--- src/rtl/rfpwc_queue.sv ---
// Short command queue between front and back end.
module rfpwc_queue #(
    parameter int WIDTH = 32
) (
    input  logic             clk,
    input  logic             rst_n,
    input  logic             push,
    input  logic [WIDTH-1:0] push_data,
    output logic             full,
    input  logic             pop,
    output logic             valid,
    output logic [WIDTH-1:0] pop_data
);

    localparam int DEPTH = 4;
    localparam int PTR_W = 2;

    logic [WIDTH-1:0] slot_reg [DEPTH];
    logic [PTR_W-1:0] wr_ptr_reg, rd_ptr_reg;
    logic [PTR_W:0]   count_reg, count_next;

    assign full     = (count_reg == (PTR_W+1)'(DEPTH));
    assign valid    = (count_reg != '0);
    assign pop_data = slot_reg[rd_ptr_reg];

    always_comb
    begin
        count_next = count_reg;
        if (push && !pop)
        begin
            count_next = count_reg + (PTR_W+1)'(1);
        end
        else if (pop && !push)
        begin
            count_next = count_reg - (PTR_W+1)'(1);
        end
    end

    always_ff @(posedge clk)
    begin
        if (push)
        begin
            slot_reg[wr_ptr_reg] <= push_data;
        end
    end

    always_ff @(posedge clk or negedge rst_n)
    begin
        if (!rst_n)
        begin
            wr_ptr_reg <= '0;
            rd_ptr_reg <= '0;
            count_reg  <= '0;
        end
        else
        begin
            if (push)
            begin
                wr_ptr_reg <= wr_ptr_reg + PTR_W'(1);
            end
            if (pop)
            begin
                rd_ptr_reg <= rd_ptr_reg + PTR_W'(1);
            end
            count_reg <= count_next;
        end
    end

`ifndef ASSERT_OFF
    a_no_underflow: assert property (@(posedge clk) disable iff (!rst_n)
        pop |-> valid)
        else $error("pop from empty queue");

    a_count_tracks: assert property (@(posedge clk) disable iff (!rst_n)
        (push && !pop) |=> (count_reg == $past(count_reg) + (PTR_W+1)'(1)))
        else $error("queue count lost a push");

    a_bound: assert property (@(posedge clk) disable iff (!rst_n)
        count_reg <= (PTR_W+1)'(DEPTH))
        else $error("queue count past depth");
`endif

endmodule

--- config.mk ---
export PLATFORM = sky130hd
export DESIGN_NAME = rfpwc_queue
export DESIGN_NICKNAME = d
export VERILOG_FILES = /design/src/rtl/rfpwc_queue.sv
export SDC_FILE = /design/constraint.sdc
export NUM_CORES = 1
export LEC_CHECK = 0
export BUFFER_PORTS_ARGS = -buffer_cell sky130_fd_sc_hd__buf_2
export CORE_UTILIZATION = 45
export DETAILED_ROUTE_END_ITERATION = 16
export HOLD_SLACK_MARGIN = 0.05
export PLACE_DENSITY = 0.77
export SYNTH_ARGS = -nofsm -noshare
export SYNTH_HDL_FRONTEND = slang
export SYNTH_SLANG_ARGS = --single-unit
--- constraint.sdc ---
create_clock -name clk -period 1.7 [get_ports clk]
set_input_delay 0.17 -clock clk [delete_from_list [all_inputs] [get_ports clk]]
set_output_delay 0.17 -clock clk [all_outputs]
set_load 0.01 [all_outputs]
-- Word-level counts from Yosys, hierarchy flattened
Memory sizes are Yosys's and may differ from the RTL's.
Cells that the tools add are included.
- $add $sub $neg: 4
- equal/unequal tests: 1
- multiplexer cells: 4
- reduce and logical (&&, ||, !) cells: 6
- operators with widths (operator ; number):
    $mux W3 ; 2
    $add A2 B1 Y2 const B ; 2
    $add A3 B1 Y3 const B ; 1
    $eq A3 B3 Y1 const B ; 1
    $reduce_bool A3 Y1 ; 1
    $sub A3 B1 Y3 const B ; 1
    $logic_and A1 B1 Y1 ; 2
    $logic_not A1 Y1 ; 2
    $mux W1 ; 2
    $reduce_bool A2 Y1 ; 1
- flip-flop bits (word level): 7
- memory bits (writable): 128
- input port bits: 36
- output and inout bits: 34
- word-level logic and storage cells: 19
- memories: 1
- memories (name ; words ; width ; read ports ; clocked after memory_dff ; wr ports ; line ; source):
    slot_reg ; 4 ; 32 ; 1 ; 0 ; 1 ; 18 ; logic [WIDTH-1:0] slot_reg [DEPTH];

-- Depth between registers and ports, before layout
- depth after elaboration: 4
- mapped depth: 7
- gate-level depth less buffers: 7

-- Worst setup path after synthesis
Ideal clock, no wire load.
- kind: register -> register
- from: register wr_ptr_reg[0]
- to: memory slot_reg[2][0] (enable)
- library setup time: 392 ps
- arrival time: 1410 ps
- required time: 1308 ps
- path slack: -102 ps
- cell stages (with the launch flop): 4
- buffers on the path: 0
- clock period less this slack: 1802 ps
- path through: dfrtp_1 > inv_1 > ha_1 > and2_1
- RTL lines (what ; line ; source):
    from (decl) ; 19 ; logic [PTR_W-1:0] wr_ptr_reg, rd_ptr_reg;
    from (signal assigned) ; 59 ; wr_ptr_reg <= wr_ptr_reg + PTR_W'(1);
    to (decl) ; 18 ;
Straight into the memory's write port.

-- Worst setup path in the final report
- from: register rd_ptr_reg[0]
- to: output pop_data[11]
- word-level cells in the longest chain between the ends: 1
- RTL lines (what ; line ; source):
    from (decl) ; 19 ;
    from (signal assigned) ; 63 ; rd_ptr_reg <= rd_ptr_reg + PTR_W'(1);
    $mem_v2 Z4 W32 ; -- ;
    to (decl) ; 12 ; output logic [WIDTH-1:0] pop_data
No other way between the ends.

==> results.txt <==
status: complete, but fails checks
failing checks: setup timing
H-tree Lvls: 4
fillcell total: 765
Die Y-Extent: 108.1 µm
# clock sinks: 135
non-filler cells, final: 487
max FFs per register: 128
Max FO, Critical Path: 13
DRT Pass-1 Iters: 4
VDD IR max: 991.8 µV
Post-Synth XOR/XNOR Area: 1.038%
Int Pwr: 8.780 mW
Comb pwr share: 31.6%
main combinational cell family by area after synthesis: multiplexers
Fin. Hold Viols: 0
switching pwr: 3.190 mW
routed len/inst: 18.04 µm
drt drc: 0
layout cells sized above 1: 44.96%
hold_ws: 0.3986 ns
initial antenna violation count: 0
HPWL after DPL: 5.220 mm
ant diodes: 0
RSZ-0062 raised after global routing: true
nets@finish: 376
clk root buf: clkbuf_8
Starting Density: 46.48%
final setup fails: 32
DRT iter0 DRCs: 100
post-synthesis simple-gate area fraction: 0.9889%
post-synthesis register bit count: 135
final WL: 8.784 mm
Worst-Skew Late Latency: 0.52 ns
P per Cell Area: 1765 nW/µm²
Yosys warnings: 0
mux contribution to synthesized area: 14.76%
WP data arrival: 1.83 ns
Syn Nets: 244
IO Count: 70
global-route usage over all layers: 16.65%
placed insts: 416
Max-Cap Viols: 0
Post-Synth Adder-Cell Area: 1.632%
Die X: 108.1 µm
Placement Cell Area: 5634 µm²
total grt overflow: 0
sequential-to-total area share from yosys stat: 79.41%
P&R area growth vs syn: 34.02%
Synth Area in Compound Gates: 0.09889%
WS Path Type: flip-flop to output port
CTS tree: yes
Clk pwr share: 30.1%
TritonCTS Buffers: 17
Site Rows: 38
DIE AREA: 11670 µm²
Synth cell types: 20
largest net degree at the start of global routing: 33
CTS Buffer Depth: 2
fin crit share: 117.7%
Final WS setup: -0.3015 ns
switch share: 26.65%
static leakage: 2.435 nW
via count: 2457
first-pass GRT wire length: 13.79 mm
worst slew pin tran: 0.4927 ns
DP Worst Slack: 0.03963 ns
CP Launch Type: flip-flop
syn_area_per_cell: 25.05 µm²
PortBufs: 69
Post-Syn Area: 5061 µm²
R2R Setup Slk: 0.14 ns
CORE AREA: 10890 µm²
Reg area: 4023 µm²
part of the power in registers: 38.3%
setup_tns: -8.985 ns
CP required: 1.53 ns
Fmax: 499.6 MHz
Tmin final: 2.002 ns
skew final: 0.004977 ns
Slew Viols, Final: 0
vias per std cell: 5.045
vias in the first global route: 2677
GPL Wtd Cong: 0.6677
cell count after synthesis: 202
post-route cell area: 6783 µm²
Worst slew margin: 67.16%
final antenna-violating net count: 0
CP endpoint kind: output port
Worst-path clk slew: 0.06 ns
multi-input logic area: 928.4 µm²
worst hold path type: input port to flip-flop
power by group through the flow:
| stage | Combinational [mW] | Sequential (mW) | Clock [mW] |
|---|---|---|---|
| after floorplan | 2.09 | 4.56 | 0 |
| after global placement | 3.07 | 4.59 | 0 |
| after detailed placement | 3.11 | 4.64 | 0 |
| after CTS | 3.57 | 4.58 | 3.69 |
| after global routing | 4.10 | 4.64 | 3.82 |
| final | 3.78 | 4.58 | 3.61 |
routing by layer:
layer  vias up  track usage, %  routed length (µm)
li1       1114               -                   -
met5         -               0                   0
met3        10           5.485                 361
met1      1270           20.34                3760
met2        63           27.53                4564
met4         0           6.458                  97
layout by cell type (no fill, tap or decap), types with 2 or more instances in the layout:
| cell | n |
|---|---|
| nand2_1 | 2 |
| dfrtp_2 | 3 |
| buf_6 | 26 |
| edfxtp_1 | 128 |
| mux4_2 | 32 |
| clkinv_4 | 2 |
| ha_1 | 5 |
| xor2_1 | 4 |
| clkinvlp_4 | 4 |
| clkbuf_16 | 17 |
| buf_4 | 12 |
| dlygate4sd3_1 | 36 |
| bufinv_16 | 3 |
| buf_2 | 43 |
| clkbuf_8 | 3 |
| inv_1 | 4 |
| clkinv_2 | 3 |
| dfrtp_1 | 4 |
| and2_2 | 3 |
| buf_12 | 3 |
| xnor2_1 | 2 |
worst paths after layout:
| path | startpoint | cells past startpoint | to |
|---|---|---|---|
| max in group asynchronous | rst_n | 3 | rd_ptr_reg[0]$_DFFE_PN0P_ |
| setup reg to reg | count_reg[0]$_DFFE_PN0P_ | 5 | count_reg[2]$_DFFE_PN0P_ |
| setup / recovery | rd_ptr_reg[0]$_DFFE_PN0P_ | 3 | pop_data[11] |
| hold reg to reg | count_reg[2]$_DFFE_PN0P_ | 1 | count_reg[2]$_DFFE_PN0P_ |
| min in group asynchronous | rst_n | 3 | count_reg[1]$_DFFE_PN0P_ |
| hold / removal | push_data[1] | 2 | slot_reg[0][1]$_DFFE_PP_ |
worst max-delay path: stages, from the launching register on:
cell and delay [ns]:
dfrtp_2 0.44, buf_12 0.18, mux4_2 0.54, buf_6 0.15
through the flow:
step / util (%) / power, mW
2_1_floorplan: - / 6.648
3_3_place_gp: 51.75 / 7.666
3_5_place_dp: 51.75 / 7.757
4_1_cts: 61.39 / 11.84
5_1_grt: 62.30 / 12.55
6_report: 62.30 / 11.97
synth_stat cells, drive strengths merged:
library cell,n,area [µm²]
and2,4,25.02
buf,7,86.33
clkbuf,1,3.750
dfrtp,7,175.2
edfxtp,128,3844
fa,1,20.02
ha,5,62.56
inv,4,15.01
mux2,1,11.26
mux4,32,735.7
nand2,2,7.510
nor2,1,3.750
nor3b,1,7.510
o21ai,1,5.000
or3,1,6.260
xnor2,2,17.52
xor2,4,35.03
repair_timing:
action                                 CTS  global route
buffers inserted                         0             2
endpoints found under the hold margin  139             0
hold buffers                            36             0
setup endpoints to repair               32            64
resized for setup                       21            11
cloned                                   0             1
logic make-up (layout without fill, tap and decap cells):
logic type / after synthesis / in the layout
flip-flops: 135 / 135
multiplexers: 33 / 33
buffers and inverters: 12 / 157
AND/OR/NAND/NOR: 9 / 9
adder cells (fa/ha/maj): 6 / 6
XOR/XNOR: 6 / 6
AO/OA/AOI/OAI: 1 / 1
layout make-up:
| class | instances | area share [%] |
|---|---|---|
| Clock buffer | 20 | 6.567 |
| Clock inverter | 12 | 2.250 |
| Inverter | 4 | 0.2214 |
| Multi-Input combinational cell | 55 | 13.69 |
| Sequential cell | 135 | 59.31 |
| Tap cell | 140 | 2.583 |
| Timing Repair Buffer | 121 | 15.38 |
(Power assumes the default switching activity.)
