$ cat src/rtl/rfpwc_pkg.sv
// Shared types and constants for the RF pulse width capture block.
package rfpwc_pkg;

    localparam int PADDR_W = 4;
    localparam int PDATA_W = 32;

    localparam logic [1:0] REG_MIN_WIDTH     = 2'd0;
    localparam logic [1:0] REG_MAX_WIDTH     = 2'd1;
    localparam logic [1:0] REG_SILENCE_LIMIT = 2'd2;
    localparam logic [1:0] REG_MIN_PULSES    = 2'd3;

    localparam logic [11:0] MIN_WIDTH_RST     = 12'd300;
    localparam logic [11:0] MAX_WIDTH_RST     = 12'd2500;
    localparam logic [15:0] SILENCE_LIMIT_RST = 16'd25000;
    localparam logic [9:0]  MIN_PULSES_RST    = 10'd45;

    localparam logic MODE_SAMPLE = 1'b0;
    localparam logic MODE_READ   = 1'b1;

    localparam logic [2:0] KIND_NONE         = 3'd0;
    localparam logic [2:0] KIND_FRAME_READY  = 3'd1;
    localparam logic [2:0] KIND_PULSE        = 3'd2;
    localparam logic [2:0] KIND_FRAME_DROP   = 3'd3;
    localparam logic [2:0] KIND_NOTHING_HELD = 3'd4;

    localparam logic [15:0] TICKS_MAX = 16'hFFFF;

    typedef struct packed {
        logic mode;
        logic pin_level;
    } item_t;

    typedef struct packed {
        logic [2:0]  kind;
        logic [11:0] pulse_width;
        logic        pulse_level;
        logic [9:0]  pulse_count;
        logic        last;
    } result_t;

    typedef struct packed {
        logic [11:0] min_width;
        logic [11:0] max_width;
        logic [15:0] silence_limit;
        logic [9:0]  min_pulses;
    } cfg_t;

    typedef struct packed {
        logic [2:0]  kind;
        logic        wr_en;
        logic        rd_en;
        logic [11:0] width;
        logic        level;
        logic [9:0]  count;
        logic        last;
    } cmd_t;

endpackage

$ cat src/rtl/rfpwc_front.sv
// Front end: takes sample and read transactions, tracks edges and frames, issues commands.
module rfpwc_front #(
    parameter int MAX_PULSES = 512,
    parameter int ADDR_W     = 9,
    parameter int CNT_W      = 10
) (
    input  logic                 clk,
    input  logic                 rst_n,
    input  logic                 accept,
    input  rfpwc_pkg::item_t     item,
    input  rfpwc_pkg::cfg_t      cfg,
    output rfpwc_pkg::cmd_t      cmd,
    output logic [ADDR_W-1:0]    cmd_addr
);

    localparam int CMP_W = (CNT_W > 10) ? CNT_W : 10;

    logic             prev_level_reg, prev_level_next;
    logic [15:0]      ticks_reg, ticks_next;
    logic [CNT_W-1:0] stored_count_reg, stored_count_next;
    logic             frame_held_reg, frame_held_next;
    logic [CNT_W-1:0] read_index_reg, read_index_next;

    logic [15:0]      t_inc;
    logic [CNT_W-1:0] read_index_inc;
    logic             in_window;
    logic             has_room;

    assign t_inc = (ticks_reg == rfpwc_pkg::TICKS_MAX) ? ticks_reg : ticks_reg + 16'd1;
    assign read_index_inc = read_index_reg + CNT_W'(1);
    assign in_window = (t_inc > {4'd0, cfg.min_width}) && (t_inc < {4'd0, cfg.max_width});
    assign has_room = (stored_count_reg < CNT_W'(MAX_PULSES));

    always_comb
    begin
        prev_level_next   = prev_level_reg;
        ticks_next        = ticks_reg;
        stored_count_next = stored_count_reg;
        frame_held_next   = frame_held_reg;
        read_index_next   = read_index_reg;
        cmd               = '0;
        cmd.kind          = rfpwc_pkg::KIND_NONE;
        cmd_addr          = '0;

        if (item.mode == rfpwc_pkg::MODE_READ)
        begin
            if (!frame_held_reg || (read_index_reg >= stored_count_reg))
            begin
                cmd.kind = rfpwc_pkg::KIND_NOTHING_HELD;
            end
            else
            begin
                cmd.kind        = rfpwc_pkg::KIND_PULSE;
                cmd.rd_en       = 1'b1;
                cmd_addr        = read_index_reg[ADDR_W-1:0];
                cmd.count       = 10'(stored_count_reg);
                cmd.last        = (read_index_inc == stored_count_reg);
                read_index_next = read_index_inc;
                if (cmd.last)
                begin
                    frame_held_next   = 1'b0;
                    stored_count_next = '0;
                    read_index_next   = '0;
                end
            end
        end
        else if (!frame_held_reg)
        begin
            if (item.pin_level != prev_level_reg)
            begin
                if (in_window && has_room)
                begin
                    cmd.wr_en         = 1'b1;
                    cmd_addr          = stored_count_reg[ADDR_W-1:0];
                    cmd.width         = t_inc[11:0];
                    cmd.level         = prev_level_reg;
                    stored_count_next = stored_count_reg + CNT_W'(1);
                end
                prev_level_next = item.pin_level;
                ticks_next      = '0;
            end
            else
            begin
                ticks_next = t_inc;
            end

            if ((stored_count_next != '0) && (ticks_next > cfg.silence_limit))
            begin
                cmd.count = 10'(stored_count_next);
                if (CMP_W'(stored_count_next) >= CMP_W'(cfg.min_pulses))
                begin
                    cmd.kind        = rfpwc_pkg::KIND_FRAME_READY;
                    frame_held_next = 1'b1;
                    read_index_next = '0;
                end
                else
                begin
                    cmd.kind          = rfpwc_pkg::KIND_FRAME_DROP;
                    stored_count_next = '0;
                end
            end
        end
    end

    always_ff @(posedge clk or negedge rst_n)
    begin
        if (!rst_n)
        begin
            prev_level_reg   <= 1'b0;
            ticks_reg        <= '0;
            stored_count_reg <= '0;
            frame_held_reg   <= 1'b0;
            read_index_reg   <= '0;
        end
        else if (accept)
        begin
            prev_level_reg   <= prev_level_next;
            ticks_reg        <= ticks_next;
            stored_count_reg <= stored_count_next;
            frame_held_reg   <= frame_held_next;
            read_index_reg   <= read_index_next;
        end
    end

`ifndef ASSERT_OFF
    a_held_nonempty: assert property (@(posedge clk) disable iff (!rst_n)
        frame_held_reg |-> (stored_count_reg != '0))
        else $error("held frame with empty store");

    a_read_in_range: assert property (@(posedge clk) disable iff (!rst_n)
        frame_held_reg |-> (read_index_reg < stored_count_reg))
        else $error("read index beyond held frame");

    a_idle_index: assert property (@(posedge clk) disable iff (!rst_n)
        !frame_held_reg |-> (read_index_reg == '0))
        else $error("read index not cleared outside a held frame");

    a_count_bound: assert property (@(posedge clk) disable iff (!rst_n)
        stored_count_reg <= CNT_W'(MAX_PULSES))
        else $error("stored count past store depth");
`endif

endmodule

$ cat config.mk
export PLATFORM = sky130hd
export DESIGN_NAME = rfpwc_front
export DESIGN_NICKNAME = d
export VERILOG_FILES = /design/src/rtl/rfpwc_pkg.sv /design/src/rtl/rfpwc_front.sv
export SDC_FILE = /design/constraint.sdc
export NUM_CORES = 1
export LEC_CHECK = 0
export BUFFER_PORTS_ARGS = -buffer_cell sky130_fd_sc_hd__buf_2
export CORE_MARGIN = 2
export CORE_UTILIZATION = 55
export CTS_CLUSTER_DIAMETER = 80
export DETAILED_ROUTE_END_ITERATION = 7
export PLACE_DENSITY = 0.8
export SKIP_CTS_REPAIR_TIMING = 1
export SYNTH_ARGS = -nofsm -noshare
export SYNTH_HDL_FRONTEND = slang
export SYNTH_SLANG_ARGS = --single-unit
$ cat constraint.sdc
create_clock -name clk -period 8.9 [get_ports clk]
set_clock_uncertainty 0.05 [all_clocks]
set_input_delay 0.89 -clock clk [delete_from_list [all_inputs] [get_ports clk]]
set_output_delay 0.89 -clock clk [all_outputs]
set_load 0.01 [all_outputs]
**After elaboration in Yosys (flattened, before gate mapping)**

Cells that the tools add are included.

- Add/sub/neg operators: 3
- $mul: 0
- Div/mod/pow operators: 0
- Order comparisons: 6
- Equality and inequality tests: 6
- Shift-type cells: 0
- Muxes and demuxes: 49
- Bitwise gates (word level): 2
- Reduce and logical (&&, ||, !) cells: 13

Operators by type and width:

| operator | number |
|---|---|
| 10-bit 2-to-1 mux | 18 |
| 16-bit 2-to-1 mux | 4 |
| 9-bit 2-to-1 mux | 5 |
| 13-bit 2-to-1 mux | 3 |
| 23-bit 2-to-1 mux | 1 |
| 10-bit by 1-bit adder with 10-bit output (second input constant) | 2 |
| 10-bit >= comparator | 2 |
| 16-bit by 1-bit adder with 16-bit output (second input constant) | 1 |
| 16-bit == test (second input constant) | 1 |
| 16-bit by 12-bit > comparator with 1-bit output | 1 |
| 16-bit > comparator | 1 |
| 16-bit by 12-bit less-than comparator with 1-bit output | 1 |
| 1-bit 2-to-1 mux | 12 |
| 11-bit 2-to-1 mux | 1 |
| 10-bit == test | 1 |
| 10-bit less-than comparator (second input constant) | 1 |
| 10-bit nonzero test | 1 |
| 3-bit 2-to-1 mux | 3 |
| 4-bit AND reduction | 2 |
| 3-bit AND reduction | 2 |
| 5-bit AND reduction | 1 |
| 4-bit 2-to-1 mux | 1 |
| 2-bit != test (second input constant) | 2 |
| 2-bit nonzero test | 2 |
| other kinds (7) | 10 |

- Flip-flop bits (word level): 38
- Latch bits: 0
- Memory bits (writable): 0
- ROM bits: 0
- Input bits: 55
- Output and inout bits: 38
- Logic and storage cells: 84
- Memories: 0

**Logic depth before layout (Yosys ltp)**

Gate-level depths: netlist of the first run.

- Depth after elaboration: 14
- Mapped depth: 28

**Worst setup path after synthesis of the first run**

Ideal clock, no wire load.

- Kind: register -> output
- From: reg ticks_reg[1]
- To: out cmd[27] (netlist name)
- Arrival: 4.868 ns
- Data required time: 7.960 ns
- Path slack: 3.092 ns
- Cell stages (with the launch flop): 27
- Buffers on the path: 0
- Cells stage by stage: dfrtp_1 > ha_1 > nand3_1 > nor2_1 > nand2_1 > nand3_1 > nor3_1 > xnor2_1 > inv_1 > ha_1 > nand4_1 > nor3_1 > o2bb2ai_1 > a311o_1 > nand4_1 > nor3_1 > ha_1 > a21boi_0 > ha_1 > nand2b_1 > a21oi_1 > nor2b_1 > o21ai_0 > a21oi_1 > nor4_1 > o31ai_1 > o21bai_1

RTL lines:

| element | RTL line | source |
|---|---|---|
| start: declaration | rfpwc_front.sv:19 | `logic [15:0] ticks_reg, ticks_next;` |
| start signal: assignment | rfpwc_front.sv:118 | `ticks_reg <= ticks_next;` |
| end: declaration | rfpwc_front.sv:12 | `output rfpwc_pkg::cmd_t cmd,` |

==> results.py, run 1 <==
metrics = {
    "sta": {
        "drv_slew": 0,
        "finalHoldViolations": 0,
        "rsz0062_at_grt": "no",
        "max-slew-margin-rel_pct": 34.8,
        "setup_viol": 0,
        "final.min_clock_period_ns": 6.91,
        "finalCritPeriodShare_pct": 77.6,
        "tightest_slew_ns": 0.970,
        "layout_setup_ws_ns": 1.99,
        "tns_ns": 0,
        "whs_ns": 0.498,
        "max_freq_mhz": 145,
    },
    "yosys": {
        "synth_top_area_share_pct": 20.6,
        "syn_nets": 734,
        "netlist_area_um2": 4610,
        "yosysSeqAreaShare_pct": 20.6,
        "synth-main-ff-cell": "dfrtp_1",
        "postSynthCellCount": 617,
        "post-synth-top-count-cell": "nand2_1",
        "netlist-cell-type-count": 61,
        "synth-edff-count": 0,
        "yosysWarningCount": 0,
        "yosys.area.top_type": "dfrtp_1",
        "netlist_top_cells_area": "dfrtp_1 21%, ha_1 17%, nand2_1 6.8%",
        "async_flop_share_pct": 100,
        "ys_seq_elements": 38,
        "synth_area_per_cell_um2": 7.47,
        "synthTopCellsByCount": "83 x nand2_1, 82 x inv_1, 62 x ha_1, 59 x nor2_1, 38 x dfrtp_1",
    },
    "cts": {
        "cts_root_buffer": "clkbuf_8",
        "insertion_delay_ns": 0.30,
        "clk_pin_slew_ns": 0.08,
        "cts-buffers-inserted": 5,
        "clock_path_buffers": 2,
        "cts_tree": "done",
        "htreeDepth": 2,
        "cts_sinks": 38,
    },
    "detailed_routing": {
        "routed_wl_mm": 12.6,
        "via_per_inst": 5.84,
        "drt-pass1-iter-count": 4,
        "wl_per_cell_um": 15.6,
        "vias": 4698,
        "drt_iter0_markers": 234,
        "drc": 0,
        "postRouteAntennaNets": 0,
    },
    "floorplan": {
        "die_width_um": 95.5,
        "dieArea_um2": 9130,
        "initial_core_util_pct": 56.4,
        "coreArea_um2": 8180,
        "pin_count": 93,
        "chipHeight_um": 95.5,
        "rows": 33,
    },
    "worst_hold_path": {
        "hold_depth": 1,
        "min_path_type": "reg -> reg",
    },
    "layout": {
        "largest_reg_flops": 16,
        "final_cell_area_um2": 5250,
        "drive_above_1_share_pct": 17.4,
        "syn_to_final_growth_pct": 14.0,
        "antennaDiodeCount": 0,
        "nNetsFinal": 816,
        "final-instance-count-excl-fill": 805,
    },
    "setup_path": {
        "crit_arrival_ns": 5.97,
        "cp-start-kind": "flop",
        "crit_required_ns": 7.96,
        "reg2reg_depth": 28,
        "critPathMaxFanout": 9,
        "worstSetupPathType": "reg -> out",
        "endpoint_kind": "output pin",
    },
    "power_and_ir_drop": {
        "power_density_nw_per_um2": 117,
        "ir_worst_vdd_uv": 85.1,
        "p_leak_uw": 0.00290,
    },
    "global_routing": {
        "grt_pass1_vias": 4551,
        "track_usage_pct": 28.6,
        "globalRoute.totalOverflow": 0,
        "antenna_found_initial": 0,
        "grt_pass1_wl_mm": 20.7,
        "grt_max_degree": 39,
    },
    "placement": {
        "io_buffers": 92,
        "placed_cells": 797,
        "dp_hpwl_mm": 10.1,
        "post-place-ws_ns": 2.34,
        "placed_cell_area_um2": 5160,
        "gp_congestion": 0.911,
    },
    "run": {
        "drv_cap": 0,
    },
    "status": {
        "status": "finished, final reports clean",
    },
}
==> final cells by class <==
| type | instances | area (um^2) |
|---|---|---|
| fillers | 718 | 2920 |
| repair buffers | 96 | 490 |
| flip-flops and latches | 38 | 951 |
| clock inverters | 2 | 12.5 |
| multi-input cells | 476 | 3280 |
| inverters | 82 | 308 |
| well taps | 105 | 131 |
| clock buffers | 6 | 82.6 |
==> path summary, 6_finish.rpt <==
kind                       slack, ns           endpoint         startpoint
hold reg to reg                 0.50  read_index_reg[9]  read_index_reg[9]
max in group asynchronous       7.56  read_index_reg[8]              rst_n
hold / removal                  0.50  read_index_reg[9]  read_index_reg[9]
setup / recovery                1.99            cmd[27]       ticks_reg[0]
setup reg to reg                2.76  read_index_reg[1]       ticks_reg[0]
min in group asynchronous       0.67       ticks_reg[9]              rst_n
==> cells in the final DEF (no fill, tap or decap), types with 6 or more instances in the layout <==
master and instances:
o21ai_0 35, nand4_1 13, and2_1 6, clkbuf_8 6, a21oi_1 19, nor2_1 59, o2111ai_1 7, buf_2 92
xor2_1 8, inv_1 82, and3_1 8, ha_1 62, o31ai_1 14, nand3_1 22, a21o_1 16, xnor2_1 29
nor3_1 18, dfrtp_1 38, nand2_1 83
==> metrics by stage <==
step / utilization [%] / total power (uW)
after global placement: 63.1 / 474
after global routing: 64.2 / 664
after floorplan: - / 408
after detailed placement: 63.1 / 486
final: 64.2 / 617
after CTS: 64.2 / 617
==> critical path, stage by stage (launching register included) <==
cell       delay [ns]
dfrtp_1          0.48
ha_1             0.23
nand3_1          0.19
nor2_1           0.17
nand2_1          0.14
nand2_1          0.10
xor2_1           0.44
inv_1            0.15
ha_1             0.32
and3_1           0.23
a221o_1          0.36
o2bb2ai_1        0.12
a311o_1          0.33
nand4_1          0.19
nor3_1           0.08
ha_1             0.30
a21boi_0         0.28
ha_1             0.29
nand2b_1         0.13
a21oi_1          0.13
nor2b_1          0.05
o21ai_0          0.14
a21oi_1          0.08
nor4_1           0.17
o31ai_1          0.11
buf_4            0.17
o21bai_1         0.12
buf_2            0.15
==> per-layer routing <==
layer | GRT usage (%) | vias to the layer above | share of wire [%]
met1 | 33.6 | 2184 | 41
met4 | 12.4 | 0 | 3.1
met3 | 3.95 | 33 | 5.9
met2 | 51.7 | 161 | 50
li1 | - | 2320 | -
met5 | 0 | - | 0
==> cell families after synthesis <==
logic type	count (synthesis)	synth area share (%)
XOR/XNOR	38	7.22
multiplexers	7	1.71
AND/OR/NAND/NOR	236	24.7
adder cells (fa/ha/maj)	62	16.8
AO/OA/AOI/OAI	133	20.5
flip-flops	38	20.6
buffers and inverters	103	8.44
==> power breakdown <==
part,total (uW),internal [uW],switching [uW]
logic,264,105,159
registers,223,189,34.1
clock network,130,62.4,67.2
(Power assumes the default switching activity.)
==> run 2, diff against run 1 <==
--- a/config.mk
+++ b/config.mk
@@ -7,10 +7,10 @@
 export LEC_CHECK = 0
 export BUFFER_PORTS_ARGS = -buffer_cell sky130_fd_sc_hd__buf_2
 export CORE_MARGIN = 2
-export CORE_UTILIZATION = 55
+export CORE_UTILIZATION = 51
 export CTS_CLUSTER_DIAMETER = 80
 export DETAILED_ROUTE_END_ITERATION = 7
-export PLACE_DENSITY = 0.8
+export PLACE_DENSITY = 0.78
 export SKIP_CTS_REPAIR_TIMING = 1
 export SYNTH_ARGS = -nofsm -noshare
 export SYNTH_HDL_FRONTEND = slang
==> constraint.sdc (replaced) <==
create_clock -name clk -period 6 [get_ports clk]
set_clock_uncertainty 0.05 [all_clocks]
set_input_delay 0.6 -clock clk [delete_from_list [all_inputs] [get_ports clk]]
set_output_delay 0.6 -clock clk [all_outputs]
set_load 0.01 [all_outputs]
==> run 2 against run 1 <==
Compared with the run above: non-clock buffer count is 27 higher; combinational power is 81% higher; cell area grew 8.1%; critical path type unchanged.
==> results.py, run 2 (synthesis gave the netlist of run 1 again) <==
metrics = {
    "status": {
        "status": "finished, final reports clean",
    },
    "global_routing": {
        "grt_pass1_vias": 5011,
        "track_usage_pct": 28.1,
        "grt_max_degree": 39,
        "antenna_found_initial": 0,
        "grt_pass1_wl_mm": 22.8,
        "globalRoute.totalOverflow": 0,
    },
    "layout": {
        "final-instance-count-excl-fill": 834,
        "mostFrequentLayoutCells": "92 x buf_2, 83 x nand2_1, 81 x inv_1, 61 x ha_1, 57 x nor2_1",
        "fin_util_pct": 65.1,
        "largest_reg_flops": 16,
        "syn_to_final_growth_pct": 23.2,
        "layout_commonest_cell": "buf_2",
        "final_cell_area_um2": 5680,
        "antennaDiodeCount": 0,
        "nNetsFinal": 843,
        "drive_above_1_share_pct": 24.9,
        "fill_cells": 752,
    },
    "setup_path": {
        "cp-start-kind": "flop",
        "critPathMaxFanout": 8,
        "ff2ff_setup_slack_ns": 0.31,
        "crit_arrival_ns": 5.27,
        "crit_required_ns": 5.35,
        "cp-endpoint": "cmd[27]",
        "worstSetupPathType": "reg -> out",
        "endpoint_kind": "output pin",
        "reg2reg_depth": 26,
        "reg2reg_to": "read_index_reg[1]",
        "critPathMaxStageDelay_ns": 0.53,
        "startpoint": "ticks_reg[1]",
        "r2r_start": "ticks_reg[1]",
        "critPathSlowestCell": "or4_4",
    },
    "detailed_routing": {
        "wl_per_cell_um": 16.7,
        "drt_iter0_markers": 295,
        "routed_wl_mm": 13.9,
        "vias": 4994,
        "drc": 0,
        "drt-pass1-iter-count": 5,
        "via_per_inst": 5.99,
        "postRouteAntennaNets": 0,
    },
    "power_and_ir_drop": {
        "p_leak_uw": 0.00306,
        "power_density_nw_per_um2": 184,
        "ir_worst_vdd_uv": 110,
    },
    "floorplan": {
        "pin_count": 93,
        "coreArea_um2": 8720,
        "die_width_um": 99.1,
        "rows": 34,
        "dieArea_um2": 9810,
        "chipHeight_um": 99.1,
        "initial_core_util_pct": 52.8,
    },
    "placement": {
        "io_buffers": 92,
        "dp_hpwl_mm": 10.8,
        "placed_cell_area_um2": 5280,
        "gp_congestion": 1.03,
        "placed_cells": 815,
    },
    "cts": {
        "clk_pin_slew_ns": 0.08,
        "cts_root_buffer": "clkbuf_8",
        "cts-buffers-inserted": 5,
        "clock_path_buffers": 2,
        "cts_sinks": 38,
        "insertion_delay_ns": 0.29,
        "htreeDepth": 2,
        "cts_tree": "done",
    },
    "worst_hold_path": {
        "min_path_type": "in -> async",
    },
    "sta": {
        "rsz0062_at_grt": "yes",
        "drv_slew": 0,
        "tns_ns": 0,
        "finalHoldViolations": 0,
        "finalCritPeriodShare_pct": 98.7,
        "max-slew-margin-rel_pct": 7.93,
        "tightest_slew_ns": 1.37,
        "max_freq_mhz": 169,
        "final.min_clock_period_ns": 5.92,
        "setup_viol": 0,
    },
    "run": {
        "drv_cap": 0,
    },
}
-- run 2: worst min path at each step --
| stage | start | to | slack [ns] | cells past startpoint |
|---|---|---|---|---|
| 6_report | rst_n | ticks_reg[10] | 0.39 | 1 |
| 5_1_grt | rst_n | stored_count_reg[1] | 0.47 | 1 |
| 4_1_cts | rst_n | frame_held_reg | 0.40 | 1 |
| 3_5_place_dp | read_index_reg[9] | read_index_reg[9] | 0.49 | 1 |
| 3_3_place_gp | ticks_reg[1] | ticks_reg[1] | 0.47 | 2 |
| 2_1_floorplan | rst_n | frame_held_reg | 0.25 | 0 |
-- run 2: layout make-up --
class	count	area, um^2	area share [%]
inverter	82	308	5.42
tap	108	135	2.38
clock buffer	6	82.6	1.45
sequential	38	962	16.9
multi-input combinational	476	3460	61.0
clock inverter	1	30.0	0.529
timing repair buffer	123	697	12.3
-- run 2: stage by stage --
step | worst slack [ns] | power [uW] | hold WS [ns]
final | 0.0798 | 1040 | 0.387
after global routing | -0.186 | 1110 | 0.471
after CTS | -0.237 | 979 | 0.403
after detailed placement | 0.104 | 748 | 0.492
after global placement | 0.329 | 731 | 0.473
after floorplan | 0.390 | 605 | 0.254
-- run 2: metal layers --
| layer | vias up | global-route usage [%] | routed length, um |
|---|---|---|---|
| met1 | 2362 | 33.3 | 5410 |
| met2 | 220 | 50.8 | 7140 |
| met5 | - | 0 | 0 |
| li1 | 2374 | - | - |
| met4 | 0 | 11.6 | 412 |
| met3 | 38 | 3.48 | 919 |
-- run 2: critical path: cells and delay by family (launching register included) --
family | cells | cell delay (ns)
XOR/XNOR | 2 | 0.38
adder cells (fa/ha/maj) | 3 | 0.79
buffers and inverters | 4 | 0.53
flip-flops | 1 | 0.46
AND/OR/NAND/NOR | 10 | 1.86
AO/OA/AOI/OAI | 6 | 0.94
-- run 2: where the power goes --
part           switching, uW  internal (uW)
Combinational            271            207
Clock                   96.0            133
Sequential              53.7            282
==> run 3, diff against run 2 <==
--- a/config.mk
+++ b/config.mk
@@ -6,11 +6,13 @@
 export NUM_CORES = 1
 export LEC_CHECK = 0
 export BUFFER_PORTS_ARGS = -buffer_cell sky130_fd_sc_hd__buf_2
+export CELL_PAD_IN_SITES_DETAIL_PLACEMENT = 1
+export CELL_PAD_IN_SITES_GLOBAL_PLACEMENT = 2
 export CORE_MARGIN = 2
-export CORE_UTILIZATION = 51
+export CORE_UTILIZATION = 29
 export CTS_CLUSTER_DIAMETER = 80
 export DETAILED_ROUTE_END_ITERATION = 7
-export PLACE_DENSITY = 0.78
+export PLACE_DENSITY_LB_ADDON = 0.1
 export SKIP_CTS_REPAIR_TIMING = 1
 export SYNTH_ARGS = -nofsm -noshare
 export SYNTH_HDL_FRONTEND = slang
==> run 3 against run 2 <==
Compared with the run above: cell area increased by 7.2%; non-clock buffer count increased by 18; cell count increased by 15%.
==> results.py, run 3 (synthesis gave the netlist of run 1 again) <==
metrics = {
    "placement": {
        "post-place-ws_ns": -0.158,
        "gp_congestion": 0.811,
        "dp_hpwl_mm": 13.6,
        "io_buffers": 92,
        "placed_cell_area_um2": 5490,
    },
    "power_and_ir_drop": {
        "p_leak_uw": 0.00323,
        "swShare_pct": 40.8,
        "p_int_uw": 666,
        "net-switching-power_uw": 458,
        "clockPowerShare_pct": 24.8,
        "ir_worst_vdd_uv": 101,
        "seq_power_share_pct": 29.8,
        "pwr-share-comb_pct": 45.4,
        "power_density_nw_per_um2": 185,
    },
    "layout": {
        "final_cell_area_um2": 6080,
        "antennaDiodeCount": 0,
        "nNetsFinal": 862,
        "drive_above_1_share_pct": 28.6,
        "largest_reg_flops": 16,
        "layout_commonest_cell": "buf_2",
        "mostFrequentLayoutCells": "92 x buf_2, 81 x nand2_1, 80 x inv_1, 58 x ha_1, 55 x nor2_1",
        "syn_to_final_growth_pct": 32.0,
        "fill_cells": 1962,
    },
    "cts": {
        "cts_tree": "done",
        "cts-buffers-inserted": 5,
        "htreeDepth": 2,
        "clock_path_buffers": 2,
        "cts_root_buffer": "clkbuf_16",
        "insertion_delay_ns": 0.29,
        "cts_sinks": 38,
        "clk_pin_slew_ns": 0.06,
    },
    "global_routing": {
        "track_usage_pct": 20.1,
        "globalRoute.totalOverflow": 0,
        "grt_pass1_vias": 5083,
        "grt_pass1_wl_mm": 26.5,
        "grt_max_degree": 39,
        "antenna_found_initial": 0,
    },
    "run": {
        "drv_cap": 0,
    },
    "setup_path": {
        "worst-path-buf-inv": 2,
        "worstSetupPathType": "reg -> out",
        "critical-path-top-delay-family": "simple AND/OR/NAND/NOR gates",
        "crit_arrival_ns": 5.19,
        "crit_path_frequent_cell": "ha_1",
        "critPathSlowestCell": "dfrtp_1",
        "crit_required_ns": 5.35,
        "cp-start-kind": "flop",
        "critPathMaxFanout": 5,
        "critPathMaxStageDelay_ns": 0.44,
        "endpoint_kind": "output pin",
    },
    "sta": {
        "tightest_slew_ns": 1.00,
        "drv_slew": 0,
        "finalCritPeriodShare_pct": 97.3,
        "max_freq_mhz": 171,
        "finalHoldViolations": 0,
        "layout_setup_ws_ns": 0.165,
        "setup_viol": 0,
        "whs_ns": 0.424,
        "final.min_clock_period_ns": 5.84,
        "max-slew-margin-rel_pct": 32.9,
        "rsz0062_at_grt": "yes",
    },
    "floorplan": {
        "initial_core_util_pct": 29.3,
        "pin_count": 93,
        "rows": 46,
        "coreArea_um2": 15700,
        "dieArea_um2": 16900,
        "chipHeight_um": 130,
        "die_width_um": 130,
    },
    "detailed_routing": {
        "routed_wl_mm": 17.1,
        "via_per_inst": 5.09,
        "drt-pass1-iter-count": 4,
        "wl_per_cell_um": 17.8,
        "drc": 0,
        "vias": 4892,
        "postRouteAntennaNets": 0,
        "drt_iter0_markers": 134,
    },
    "worst_hold_path": {
        "min_path_type": "in -> async",
    },
    "status": {
        "status": "finished, final reports clean",
    },
}
-- run 3: cell types whose count changed in the layout (fill, tap and decap cells not counted), moves of 3 or more --
cell | previous run | this run
buf_4 | 30 | 48
clkbuf_16 | 0 | 5
clkbuf_8 | 6 | 1
dfrtp_1 | 29 | 32
dfrtp_2 | 9 | 6
ha_1 | 61 | 58
ha_4 | 1 | 4
xnor2_1 | 27 | 24
xnor2_2 | 2 | 5
-- run 3: layout make-up --
class | count | area, um^2 | share of cell area, %
multi-input combinational | 477 | 3570 | 58.6
sequential | 38 | 958 | 15.8
timing repair buffer | 141 | 832 | 13.7
inverter | 82 | 308 | 5.06
tap | 216 | 270 | 4.44
clock buffer | 7 | 143 | 2.34
clock inverter | 1 | 5.00 | 0.0823
-- run 3: per-layer routing --
layer	GRT usage [%]	up-vias	part of all wire, %	routed length (um)
met5	0	-	0	0
met4	5.31	0	2.0	343
met3	2.05	22	2.4	407
met2	38.7	90	54	9170
met1	23.6	2373	42	7210
li1	-	2407	-	-
-- run 3: stage by stage --
stage	instances	total power (uW)	util [%]	TNS (ns)
finish	962	1120	38.7	0
global placement	933	771	34.9	0
floorplan	617	605	-	0
global route	962	1210	38.7	-0.248
CTS	941	1070	35.9	-5.86
detailed placement	933	782	34.9	-1.77
-- run 3: power groups by stage --
stage | clock [uW] | combinational, uW | sequential, uW
2_1_floorplan | 0 | 291 | 314
3_3_place_gp | 0 | 437 | 335
3_5_place_dp | 0 | 446 | 336
4_1_cts | 286 | 449 | 331
5_1_grt | 298 | 569 | 340
6_report | 279 | 511 | 335
-- run 3: path summary, 6_finish.rpt --
path	endpoint	slack, ns	depth (start not counted)	startpoint
worst max-delay path	cmd[27]	0.16	25	ticks_reg[1]
worst min-delay path	ticks_reg[2]	0.42	1	rst_n
min in group clk	ticks_reg[10]	0.50	2	ticks_reg[10]
worst min register to register	ticks_reg[10]	0.50	2	ticks_reg[10]
worst max register to register	read_index_reg[3]	0.49	27	ticks_reg[1]
max in group asynchronous	ticks_reg[15]	4.80	1	rst_n
